==> config.mk <==
export PLATFORM = sky130hd
export DESIGN_NAME = register_file_alu_64bit
export DESIGN_NICKNAME = d
export VERILOG_FILES = /design/src/rtl/rfa_pkg.sv /design/src/rtl/rfa_ram.sv /design/src/rtl/register_file_alu_64bit.sv
export SDC_FILE = /design/constraint.sdc
export NUM_CORES = 2
export LEC_CHECK = 0
export BUFFER_PORTS_ARGS = -buffer_cell sky130_fd_sc_hd__buf_4
export CELL_PAD_IN_SITES_DETAIL_PLACEMENT = 1
export CELL_PAD_IN_SITES_GLOBAL_PLACEMENT = 1
export CORE_MARGIN = 5
export CORE_UTILIZATION = 35
export DETAILED_ROUTE_END_ITERATION = 8
export GPL_TIMING_DRIVEN = 0
export MAX_ROUTING_LAYER = met4
export PLACE_DENSITY_LB_ADDON = 0.1
export SLEW_MARGIN = 25
export SYNTH_ARGS = -nofsm -noshare
export SYNTH_HDL_FRONTEND = slang
export SYNTH_HIERARCHICAL = 1
export SYNTH_SLANG_ARGS = --single-unit
==> constraint.sdc <==
create_clock -name i_clk -period 21.8 [get_ports i_clk]
set_input_delay 4.36 -clock i_clk [delete_from_list [all_inputs] [get_ports i_clk]]
set_output_delay 4.36 -clock i_clk [all_outputs]
set_load 0.02 [all_outputs]
==> src/rtl/rfa_pkg.sv <==
// shared types and constants for the register file alu
package rfa_pkg;
    localparam logic [3:0] OP_ADD = 4'd0;
    localparam logic [3:0] OP_SUB = 4'd1;
    localparam logic [3:0] OP_MUL = 4'd2;
    localparam logic [3:0] OP_DIV = 4'd3;
    localparam logic [3:0] OP_REM = 4'd4;
    localparam logic [3:0] OP_EQ  = 4'd5;
    localparam logic [3:0] OP_AND = 4'd6;
    localparam logic [3:0] OP_OR  = 4'd7;
    localparam logic [3:0] OP_XOR = 4'd8;
    localparam logic [3:0] OP_SHR = 4'd9;
    localparam logic [3:0] OP_SHL = 4'd10;

    localparam logic [1:0] FAULT_NONE   = 2'd0;
    localparam logic [1:0] FAULT_DIV0   = 2'd1;
    localparam logic [1:0] FAULT_BAD_OP = 2'd2;

    localparam logic [7:0] LOW_NIBBLE  = 8'h0f;
    localparam logic [7:0] HIGH_NIBBLE = 8'hf0;

    typedef enum logic [2:0] {
        ST_IDLE,
        ST_READ,
        ST_EXEC,
        ST_ITER,
        ST_DONE
    } t_state;
endpackage

==> src/rtl/rfa_ram.sv <==
// generic single-port-write, one-read ram with registered read
module rfa_ram #(
    parameter int WIDTH = 64,
    parameter int DEPTH = 16
) (
    input  logic                     i_clk,
    input  logic                     i_we,
    input  logic [$clog2(DEPTH)-1:0] i_waddr,
    input  logic [WIDTH-1:0]         i_wdata,
    input  logic [$clog2(DEPTH)-1:0] i_raddr,
    output logic [WIDTH-1:0]         o_rdata
);
    logic [WIDTH-1:0] r_mem [DEPTH];
    logic [WIDTH-1:0] r_rdata;

    always_ff @(posedge i_clk) begin
        if (i_we) begin
            r_mem[i_waddr] <= i_wdata;
        end
        r_rdata <= r_mem[i_raddr];
    end

    assign o_rdata = r_rdata;
endmodule

==> src/rtl/register_file_alu_64bit.sv <==
// register file alu top level: sequencer, register memories and iterative mul/div
// Executes one instruction per transfer against NUM_REGS registers of DATA_WIDTH bits.
// The register file lives in two identical rams (one per operand read port), both
// written by every register write. After reset a clearing pass over NUM_REGS entries
// (rounded up to a power of two) zeroes both rams; no instruction is taken during it.
// The rams are addressed straight from the input payload while idle, so the operands
// are read at the transfer edge. Single-step ops then pass operand capture (ST_READ),
// execute (ST_EXEC) and hand over to the output register (ST_DONE); mul, div and rem
// run a bit-serial unit one bit per cycle (ST_ITER) between execute and hand over.
// Divide, remainder or multiply with a zero right operand skip the bit-serial unit.
// Input ready is held low until the result has been transferred, so a new instruction
// is not taken before the last result has left. One instruction is in flight at a time,
// so the next read always sees the last write.
module register_file_alu_64bit #(
    parameter int NUM_REGS   = 16,
    parameter int DATA_WIDTH = 64
) (
    input  logic        i_clk,
    input  logic        i_rst_n,
    input  logic        i_valid,
    output logic        o_ready,
    input  logic [3:0]  i_op,
    input  logic        i_immediate,
    input  logic [7:0]  i_reg_pair,
    input  logic [63:0] i_extend,
    output logic        o_valid,
    input  logic        i_ready,
    output logic        o_wrote,
    output logic [3:0]  o_dest_index,
    output logic [63:0] o_result_value,
    output logic [1:0]  o_fault
);
    localparam int AW = (NUM_REGS > 1) ? $clog2(NUM_REGS) : 1;
    localparam int CW = $clog2(DATA_WIDTH + 1);
    localparam int W  = DATA_WIDTH;

    // sequencer state
    rfa_pkg::t_state r_state, n_state;

    // clearing pass after reset
    logic          r_clr;
    logic [AW:0]   r_clr_cnt;

    // captured instruction
    logic [3:0]    r_op;
    logic          r_imm;
    logic [3:0]    r_dst;
    logic [3:0]    r_src;
    logic [3:0]    r_rsrc;
    logic [W-1:0]  r_ext;

    // operands
    logic [W-1:0]  r_lhs, r_rhs;
    logic [W-1:0]  ram_a_q, ram_b_q;
    logic [AW-1:0] ram_a_addr, ram_b_addr;

    // iterative unit: shift-add multiply, restoring divide
    logic [W-1:0]  r_acc, r_quo, r_mcand;
    logic [CW-1:0] r_iter;

    // result register
    logic          r_out_valid;
    logic          r_wrote;
    logic [3:0]    r_odst;
    logic [W-1:0]  r_res;
    logic [1:0]    r_fault;

    // write port
    logic          we;
    logic [AW-1:0] waddr;
    logic [W-1:0]  wdata;

    logic [W-1:0]  simple_res;
    logic [1:0]    simple_fault;
    logic          simple_ok;
    logic          is_iter_op;
    logic          src_ok, rsrc_ok, dst_ok;
    logic [W+1:0]  div_trial;
    logic [W:0]    div_rem_sh;
    logic [W-1:0]  mul_sum;

    assign src_ok  = ({28'd0, r_src} < 32'(NUM_REGS));
    assign rsrc_ok = ({28'd0, r_rsrc} < 32'(NUM_REGS));
    assign dst_ok  = ({28'd0, r_dst} < 32'(NUM_REGS));

    // while idle the read ports follow the offered payload, so data is ready after transfer
    assign ram_a_addr = (r_state == rfa_pkg::ST_IDLE) ? i_reg_pair[AW-1:0] : r_src[AW-1:0];
    assign ram_b_addr = (r_state == rfa_pkg::ST_IDLE) ? i_extend[AW-1:0] : r_rsrc[AW-1:0];

    // both rams see every write, so they always hold the same registers
    rfa_ram #(.WIDTH(W), .DEPTH(1 << AW)) u_ram_a (
        .i_clk  (i_clk),
        .i_we   (we),
        .i_waddr(waddr),
        .i_wdata(wdata),
        .i_raddr(ram_a_addr),
        .o_rdata(ram_a_q)
    );

    rfa_ram #(.WIDTH(W), .DEPTH(1 << AW)) u_ram_b (
        .i_clk  (i_clk),
        .i_we   (we),
        .i_waddr(waddr),
        .i_wdata(wdata),
        .i_raddr(ram_b_addr),
        .o_rdata(ram_b_q)
    );

    assign is_iter_op = (r_op == rfa_pkg::OP_MUL) || (r_op == rfa_pkg::OP_DIV)
                     || (r_op == rfa_pkg::OP_REM);

    // single-step ops
    always_comb begin
        simple_res   = '0;
        simple_fault = rfa_pkg::FAULT_NONE;
        simple_ok    = 1'b1;
        case (r_op)
            rfa_pkg::OP_ADD: simple_res = r_lhs + r_rhs;
            rfa_pkg::OP_SUB: simple_res = r_lhs - r_rhs;
            rfa_pkg::OP_EQ:  simple_res = (r_lhs == r_rhs) ? W'(1) : '0;
            rfa_pkg::OP_AND: simple_res = r_lhs & r_rhs;
            rfa_pkg::OP_OR:  simple_res = r_lhs | r_rhs;
            rfa_pkg::OP_XOR: simple_res = r_lhs ^ r_rhs;
            rfa_pkg::OP_SHR: simple_res = (r_rhs >= W'(W)) ? '0 : (r_lhs >> r_rhs);
            rfa_pkg::OP_SHL: simple_res = (r_rhs >= W'(W)) ? '0 : (r_lhs << r_rhs);
            default: begin
                simple_ok    = 1'b0;
                simple_fault = rfa_pkg::FAULT_BAD_OP;
            end
        endcase
    end

    // one restoring divide step: shift in next dividend bit, try subtract
    assign div_rem_sh = {r_acc, r_quo[W-1]};
    assign div_trial  = {1'b0, div_rem_sh} - {2'b00, r_rhs};
    // one msb-first shift-add multiply step
    assign mul_sum    = r_mcand[W-1] ? ((r_acc << 1) + r_lhs) : (r_acc << 1);

    // next state
    always_comb begin
        n_state = r_state;
        case (r_state)
            rfa_pkg::ST_IDLE: if (i_valid && o_ready) n_state = rfa_pkg::ST_READ;
            rfa_pkg::ST_READ: n_state = rfa_pkg::ST_EXEC;
            rfa_pkg::ST_EXEC: begin
                if (is_iter_op && r_rhs != '0) n_state = rfa_pkg::ST_ITER;
                else if (!is_iter_op || r_rhs == '0) n_state = rfa_pkg::ST_DONE;
            end
            rfa_pkg::ST_ITER: if (r_iter == CW'(W - 1)) n_state = rfa_pkg::ST_DONE;
            rfa_pkg::ST_DONE: if (!r_out_valid || i_ready) n_state = rfa_pkg::ST_IDLE;
            default: n_state = rfa_pkg::ST_IDLE;
        endcase
    end

    // outputs of the sequencer
    always_comb begin
        o_ready = (r_state == rfa_pkg::ST_IDLE) && !r_clr && !r_out_valid;
        we      = 1'b0;
        waddr   = r_dst[AW-1:0];
        wdata   = r_res;
        if (r_clr) begin
            we    = 1'b1;
            waddr = r_clr_cnt[AW-1:0];
            wdata = '0;
        end else if (r_state == rfa_pkg::ST_DONE && (!r_out_valid || i_ready)) begin
            we = r_wrote;
        end
    end

    always_ff @(posedge i_clk) begin
        if (!i_rst_n) begin
            r_state     <= rfa_pkg::ST_IDLE;
            r_clr       <= 1'b1;
            r_clr_cnt   <= '0;
            r_out_valid <= 1'b0;
        end else begin
            r_state <= n_state;
            if (r_clr) begin
                r_clr_cnt <= r_clr_cnt + 1'b1;
                if (r_clr_cnt == (AW + 1)'((1 << AW) - 1)) r_clr <= 1'b0;
            end
            if (r_state == rfa_pkg::ST_DONE && (!r_out_valid || i_ready)) begin
                r_out_valid <= 1'b1;
            end else if (o_valid && i_ready) begin
                r_out_valid <= 1'b0;
            end
        end
    end

    // datapath
    always_ff @(posedge i_clk) begin
        case (r_state)
            rfa_pkg::ST_IDLE: begin
                r_op   <= i_op;
                r_imm  <= i_immediate;
                r_dst  <= 4'((i_reg_pair & rfa_pkg::HIGH_NIBBLE) >> 4);
                r_src  <= 4'(i_reg_pair & rfa_pkg::LOW_NIBBLE);
                r_rsrc <= 4'(i_extend[7:0] & rfa_pkg::LOW_NIBBLE);
                r_ext  <= i_extend[W-1:0];
            end
            rfa_pkg::ST_READ: begin
                r_lhs <= src_ok ? ram_a_q : '0;
                r_rhs <= r_imm ? r_ext : (rsrc_ok ? ram_b_q : '0);
            end
            rfa_pkg::ST_EXEC: begin
                r_acc   <= '0;
                r_quo   <= r_lhs;
                // multiply walks the multiplier from its msb
                r_mcand <= r_rhs;
                r_iter  <= '0;
                if (r_op == rfa_pkg::OP_MUL) begin
                    r_fault <= rfa_pkg::FAULT_NONE;
                    r_wrote <= dst_ok;
                    r_res   <= '0;
                end else if (r_op == rfa_pkg::OP_DIV || r_op == rfa_pkg::OP_REM) begin
                    r_wrote <= dst_ok;
                    if (r_rhs == '0) begin
                        r_fault <= rfa_pkg::FAULT_DIV0;
                        r_res   <= (r_op == rfa_pkg::OP_DIV) ? '1 : r_lhs;
                    end else begin
                        r_fault <= rfa_pkg::FAULT_NONE;
                        r_res   <= '0;
                    end
                end else begin
                    r_fault <= simple_fault;
                    r_wrote <= simple_ok && dst_ok;
                    r_res   <= simple_res;
                end
            end
            rfa_pkg::ST_ITER: begin
                r_iter <= r_iter + 1'b1;
                if (r_op == rfa_pkg::OP_MUL) begin
                    // msb-first shift-add
                    r_acc   <= mul_sum;
                    r_mcand <= r_mcand << 1;
                    r_res   <= mul_sum;
                end else begin
                    r_quo <= {r_quo[W-2:0], ~div_trial[W+1]};
                    r_acc <= div_trial[W+1] ? div_rem_sh[W-1:0] : div_trial[W-1:0];
                    if (r_op == rfa_pkg::OP_DIV) r_res <= {r_quo[W-2:0], ~div_trial[W+1]};
                    else r_res <= div_trial[W+1] ? div_rem_sh[W-1:0] : div_trial[W-1:0];
                end
            end
            rfa_pkg::ST_DONE: begin
                if (!r_out_valid || i_ready) begin
                    r_odst  <= r_dst;
                    r_fault <= r_fault;
                end
            end
            default: ;
        endcase
    end

    // result register loads when the sequencer hands over
    logic [W-1:0] r_ores;
    logic         r_owrote;
    logic [1:0]   r_ofault;
    always_ff @(posedge i_clk) begin
        if (r_state == rfa_pkg::ST_DONE && (!r_out_valid || i_ready)) begin
            r_ores   <= r_res;
            r_owrote <= r_wrote;
            r_ofault <= r_fault;
        end
    end

    assign o_valid        = r_out_valid;
    assign o_wrote        = r_owrote;
    assign o_dest_index   = r_odst;
    assign o_result_value = 64'(r_ores);
    assign o_fault        = r_ofault;
endmodule

# ---- Word-level counts from Yosys, hierarchy flattened
# Memory sizes are Yosys's and may differ from the RTL's. A register that Yosys moved wholly into a read port is not among the register bits.
# Cells that the tools add are included.
dict set report totals {
  regBits 556
  ram_bits 2048
  input_bits 81
  output_inout_bits 73
  elab_cells 130
  memories 2
}
# name words width read_ports rd_ports_with_merged_regs write_ports line_no
set memory_table {}
lappend memory_table {u_ram_a.r_mem 16 64 1 1 1 rfa_ram.sv:13} ;# logic [WIDTH-1:0] r_mem [DEPTH];
lappend memory_table {u_ram_b.r_mem 16 64 1 1 1 rfa_ram.sv:13}
dict set report op_classes {
  addsub 6
  magnitude_cmp 1
  n_eq_ne 23
  shifts 2
  mux 43
  bitwise_logic 4
  n_reduce_logical 26
}
# operator n
set op_table {}
lappend op_table {{$mux W64} 15}
lappend op_table {{$pmux W64 S2} 4}
lappend op_table {{$pmux W64 S8} 1}
lappend op_table {{$add A64 B64 Y64} 2}
lappend op_table {{$sub A65 B64 Y66} 1}
lappend op_table {{$and A64 B64 Y64} 1}
lappend op_table {{$eq A64 B64 Y1} 1}
lappend op_table {{$ge A64 B7 Y1 const B} 1}
lappend op_table {{$logic_not A64 Y1} 1}
lappend op_table {{$or A64 B64 Y64} 1}
lappend op_table {{$reduce_bool A64 Y1} 1}
lappend op_table {{$shl A64 B64 Y64} 1}
lappend op_table {{$shr A64 B64 Y64} 1}
lappend op_table {{$sub A64 B64 Y64} 1}
lappend op_table {{$xor A64 B64 Y64} 1}
lappend op_table {{$eq A4 B3 Y1 const B} 4}
lappend op_table {{$mux W3} 5}
lappend op_table {{$pmux W3 S5} 1}
lappend op_table {{$pmux W7 S2} 1}
lappend op_table {{$eq A4 B4 Y1 const B} 3}
lappend op_table {{$mux W4} 3}
lappend op_table {{$mux W1} 11}
lappend op_table {{$eq A4 B2 Y1 const B} 2}
lappend op_table {{$ne A2 B2 Y1 const B} 4}
lappend op_table {{other kinds (22)} 38}

# ---- Depth between registers and ports, before layout
dict set report logic_depth {
  word_depth 8
  depth_mapped 20
  ltp_nobuf 14
}

# ---- By module
# Netlist, hierarchy kept.
# mod instances cells_each area_per_inst_um2 seq_area_each_um2
set by_module_without_submodules {}
lappend by_module_without_submodules {rfa_ram 2 1647 39581.7 32030.7}
lappend by_module_without_submodules {register_file_alu_64bit 1 5875 51245.4 16515.8}

# ---- Worst setup path before layout
# No wires, ideal clock.
dict set report synth_path {
  path_type {in2reg}
  start {input i_ready}
  end {memory u_ram_a.r_mem[0][0], enable pin}
  setup_time_ns 0.565
  arrival_ns 11.436
  t_required_ns 21.235
  setup_slack_ns 9.799
  cell_stages 6
  n_path_buf 0
  path_cell_list {nand2b_1 > and3_1 > nand2_1 > nand2_1 > or3b_2 > nor3_1}
}
dict set report synth_via {
  elab_chain_cells 6
}
# element line_no
set synth_rtl {}
lappend synth_rtl {{start: declaration} register_file_alu_64bit.sv:27} ;# input logic i_ready,
lappend synth_rtl {{$logic_or A1 B1 Y1} register_file_alu_64bit.sv:165} ;# end else if (r_state == rfa_pkg::ST_DONE && (!r_out_valid || i_ready)) begin
lappend synth_rtl {{$logic_and A1 B1 Y1} register_file_alu_64bit.sv:165}
lappend synth_rtl {{$mux W1} register_file_alu_64bit.sv:165}
lappend synth_rtl {{$mux W1} register_file_alu_64bit.sv:161} ;# if (r_clr) begin
lappend synth_rtl {{via we} register_file_alu_64bit.sv:69} ;# logic we;
lappend synth_rtl {{$mux W1} rfa_ram.sv:17} ;# if (i_we) begin
lappend synth_rtl {{$mux W1 (implied by the code)} rfa_ram.sv:18} ;# r_mem[i_waddr] <= i_wdata;
lappend synth_rtl {{end: declaration} rfa_ram.sv:13}
# The timed path passes the listed nets, and every way through them passes these cells.

# ---- Final worst setup path
dict set report layout_path {
  start {register r_rhs[3]}
  end {register r_res[23], data pin}
}
dict set report layout_via {
  elab_chain_cells 6
  word_cells_on_any_way 17
  classes_between {3 x add/sub; 1 x order compare; 2 x shift; 10 x mux; 1 x reduce/logical}
}
# element line_no
set layout_rtl {}
lappend layout_rtl {{start: declaration} register_file_alu_64bit.sv:53} ;# logic [W-1:0] r_lhs, r_rhs;
lappend layout_rtl {{start signal: assignment} register_file_alu_64bit.sv:203} ;# r_rhs <= r_imm ? r_ext : (rsrc_ok ? ram_b_q : '0);
lappend layout_rtl {{$ge A64 B7 Y1, or another cell as far along} {register_file_alu_64bit.sv:124, register_file_alu_64bit.sv:125}}
lappend layout_rtl {{$mux W64, on equally long branches} {register_file_alu_64bit.sv:125, register_file_alu_64bit.sv:124}}
lappend layout_rtl {{$pmux W64 S8} register_file_alu_64bit.sv:117} ;# case (r_op)
lappend layout_rtl {{$mux W64} register_file_alu_64bit.sv:215} ;# end else if (r_op == rfa_pkg::OP_DIV || r_op == rfa_pkg::OP_REM) begin
lappend layout_rtl {{$mux W64} register_file_alu_64bit.sv:211} ;# if (r_op == rfa_pkg::OP_MUL) begin
lappend layout_rtl {{$pmux W64 S2 (*)} register_file_alu_64bit.sv:192} ;# case (r_state)
lappend layout_rtl {{end signal: assignment} register_file_alu_64bit.sv:219} ;# r_res <= (r_op == rfa_pkg::OP_DIV) ? '1 : r_lhs;
lappend layout_rtl {{end signal: assignment} register_file_alu_64bit.sv:227} ;# r_res <= simple_res;
lappend layout_rtl {{end signal: assignment} register_file_alu_64bit.sv:236} ;# r_res <= mul_sum;
lappend layout_rtl {{end: declaration} register_file_alu_64bit.sv:65} ;# logic [W-1:0] r_res;
# Mark *: on every way between the ends. The rest lies on a longest branch, timed or not.
# A chain may end at the register's enable or synchronous reset.

==> results by group <==
Finish
  • Layout cells sized above 1: 0.2147
  • FILL cells: 37,690
  • Reg area: 80,580 sq um
  • Area growth from synthesis to final layout: 19.08%
  • Final Net Count: 10,420
  • Fin cells: 15,290
  • Commonest non-fill, non-tap cell in the layout: edfxtp_1
  • Area of the multi-input gates: 47,110 sq um
  • Most frequent cells in the layout: edfxtp_1 (2,586), nand2_1 (729), mux4_2 (633)

Die
  • Initial Util: 0.3509
  • Core region area: 371,600 sq um
  • Die X-Extent: 620.4 microns
  • Row count: 224
  • Die ar.: 384,900 sq um
  • DIE HEIGHT: 620.4 microns
  • Ports: 154

Setup path
  • Crit path max-delay cell type: a211oi_1
  • Worst path cell trace: clkbuf_1 > inv_2 > buf_1 > buf_2 > buf_2 > buf_2 > ha_1 > o21a_1 > o31ai_1 > a21oi_1 > a221oi_2 > a211oi_1 > o31ai_2 > nand3_1 > buf_2 > buf_2 > mux2i_1 > o211ai_1
  • Critical path required time: 22.35 ns
  • Biggest cell delay along the critical path: 0.94 ns
  • Startpoint types: flip-flop
  • CP arrival: 9.61 ns
  • WS Path Type: flip-flop to flip-flop
  • CP Capture Type: flip-flop
  • Crit Path Max Fanout: 12
  • CP dominant cell by count: buf_2

Yosys
  • Post-Syn Area: 130,400 sq um
  • Yosys reg bits: 2,732
  • Top cell type's share of synthesized area: 0.5955
  • Cell variety after synth: 113
  • FFs w/ async S/R, synth: 0
  • Cell accounting for the most synthesized area: edfxtp_1
  • Area contributors post-synth: edfxtp_1 (60%), mux4_2 (11%), ha_1 (3.1%)
  • Syn nets: 9,575
  • Yosys warns: 6
  • Synth Flop Type: edfxtp_1
  • Sequential cell area fraction in the yosys report: 0.6179
  • Post-synth EDFFs: 2,586
  • Cell count after synthesis: 9,169
  • Avg Cell Area, Syn: 14.22 sq um

Status
  • Outcome: completed

Pwr
  • Clock share of power: 0.449
  • Worst vdd ir: 0.07104 mV
  • Comb power frac: 0.047
  • Psw: 2.628 mW
  • Leakage: 54.22 nW
  • Sw frac: 0.2264
  • Power Total: 11.61 mW
  • Internal Dissipation: 8.979 mW
  • PwrDens: 74.74 nW/um^2
  • Sequential power share: 0.504

STA
  • Setup violators final: 0
  • Post-Route Skew: 0.09066 ns
  • Worst-Margin Slew: 1.246 ns
  • FMAX: 110.3 MHz
  • Tmin final: 9.067 ns
  • Hold Violations, Final: 0
  • RSZ-0062 raised after global routing: false
  • Fin crit share: 0.4159
  • Max-slew headroom: 0.1604
  • Slew Limit Fails: 0

Clocking
  • Clock slew at reported path FFs: 0.07 ns
  • CTS tree: yes
  • Cts hold-fix bufs: 0
  • Skew-Pair Late Insertion Delay: 0.95 ns
  • Clock sinks: 2,732
  • Total CTS buffers: 305
  • Buffer depth of the longest clock path: 4
  • Post-CTS Setup Bufs: 0
  • Htree depth: 5
  • CTS resizes: 0
  • Root buf cell: clkbuf_16

Placed design
  • Post-DP HPWL: 530,200 microns
  • IO buf count: 153
  • Final GP Congestion: 1.010
  • Dpl cells: 14,680

GRT
  • Total GRT Usage: 0.3522
  • Pin count of the biggest net entering global routing: 72
  • Number of antenna violations at the first check in global routing: 74
  • First-pass GRT wire length: 884,900 microns
  • Grt ovf: 0
  • Vias in the first global route: 92,840

Drt
  • DR WL/cell: 44.01 microns
  • Detailed Route Iter0 Violations: 12,350
  • ANT nets after route: 0
  • Drt pass-1 iters: 5
  • Metal-1 WL: 286,200 microns
  • DRC viols: 0
  • Metal2 WL: 300,000 microns
  • Total Routed Length: 672,800 microns
  • Via count: 94,430
  • Met3 WL: 45,510 microns
  • DR vias/cell: 6.176
  • Top layer in use: met4

Job
  • Max-cap violations: 0

Min path
  • Worst hold-check path type: flip-flop to flip-flop
-- cell usage after synthesis (102+ instances only) --
library cell and count:
nand3_1 103, dfxtp_1 146, nor2b_1 102, mux4_2 633
mux2i_1 144, o21ai_0 565, a21oi_1 504, nor2_1 568
ha_1 321, clkbuf_1 373, edfxtp_1 2586, mux2_2 112
nand2_1 731, nor3_1 119, inv_1 237, a22oi_1 305
-- power by group through the flow --
stage	logic [mW]	registers (mW)	clock network (mW)
3_5_place_dp	0.544	5.96	0
3_3_place_gp	0.489	5.98	0
5_1_grt	0.559	5.86	5.55
4_1_cts	0.547	5.85	5.31
2_1_floorplan	0.251	5.94	0
6_report	0.548	5.85	5.21
-- worst paths after layout --
path,endpoint,slack [ns],depth (start not counted),startpoint
worst max-delay path,r_res[23],12.73,18,r_rhs[3]
worst min-delay path,r_lhs[22],0.34,0,u_ram_a/o_rdata[22]
worst max register to register,r_res[23],12.73,18,r_rhs[3]
worst min register to register,r_lhs[22],0.34,0,u_ram_a/o_rdata[22]
-- cell families (layout without fill, tap and decap cells) --
logic type,after synthesis,count (layout),share of synthesized area
other cells,0,48,0
buf+inv,839,1939,0.02780
xor+xnor,129,129,0.008664
mux,889,889,0.1300
fa+ha+maj,325,325,0.03141
flops,2732,2732,0.6179
compound gates,2320,2320,0.1175
simple gates,1935,1935,0.06665
-- registers in the layout (all words and copies together) (netlist names), 3 cells and up --
signal,cells
r_rhs,64
u_ram_a/r_mem,1024
r_quo,64
u_ram_a/o_rdata,64
r_clr_cnt,5
r_iter,7
r_src,4
r_mcand,64
r_lhs,64
u_ram_b/r_mem,1024
r_op,4
r_acc,64
r_dst,4
o_result_value,64
o_dest_index,4
r_state,3
r_ext,64
u_ram_b/o_rdata,64
r_res,64
r_rsrc,4
-- stage by stage --
step	utilization	setup slack [ns]	TNS [ns]	cell area [sq um]	hold slack, ns
after detailed placement	0.3903	13.02	0	145000	0.3896
after CTS	0.4174	13.00	0	155100	0.3352
after global placement	0.3707	-0.7506	-100.40	137800	0.3880
after global routing	0.4177	12.85	0	155200	0.3351
after floorplan	-	9.799	0	130400	0.3855
final	0.4179	12.73	0	155300	0.3425
-- metal layers --
metal  GRT usage  up-vias
li1            -    38090
met1      0.4787    50960
met2      0.5235     4450
met3     0.04804      923
met4      0.1678        0
met5           -        -
-- worst max-delay path, delay by kind of cell, from the launching register on --
family          cells  cell delay [ns]
fa+ha+maj           1             0.30
compound gates      7             2.92
flops               1             0.53
mux                 1             0.27
buf+inv             8             4.07
simple gates        1             0.50
-- layout make-up --
| cell class | instances | area share |
|---|---|---|
| multi-input combinational | 5598 | 0.3034 |
| clock buffer | 412 | 0.05407 |
| inverter | 245 | 0.005994 |
| sequential | 2732 | 0.5189 |
| tap | 4972 | 0.04006 |
| buffer | 594 | 0.01822 |
| timing repair buffer | 541 | 0.04781 |
| clock inverter | 147 | 0.01084 |
| antenna | 48 | 0.0007735 |
No activity file was read; power rests on OpenSTA's default activity.
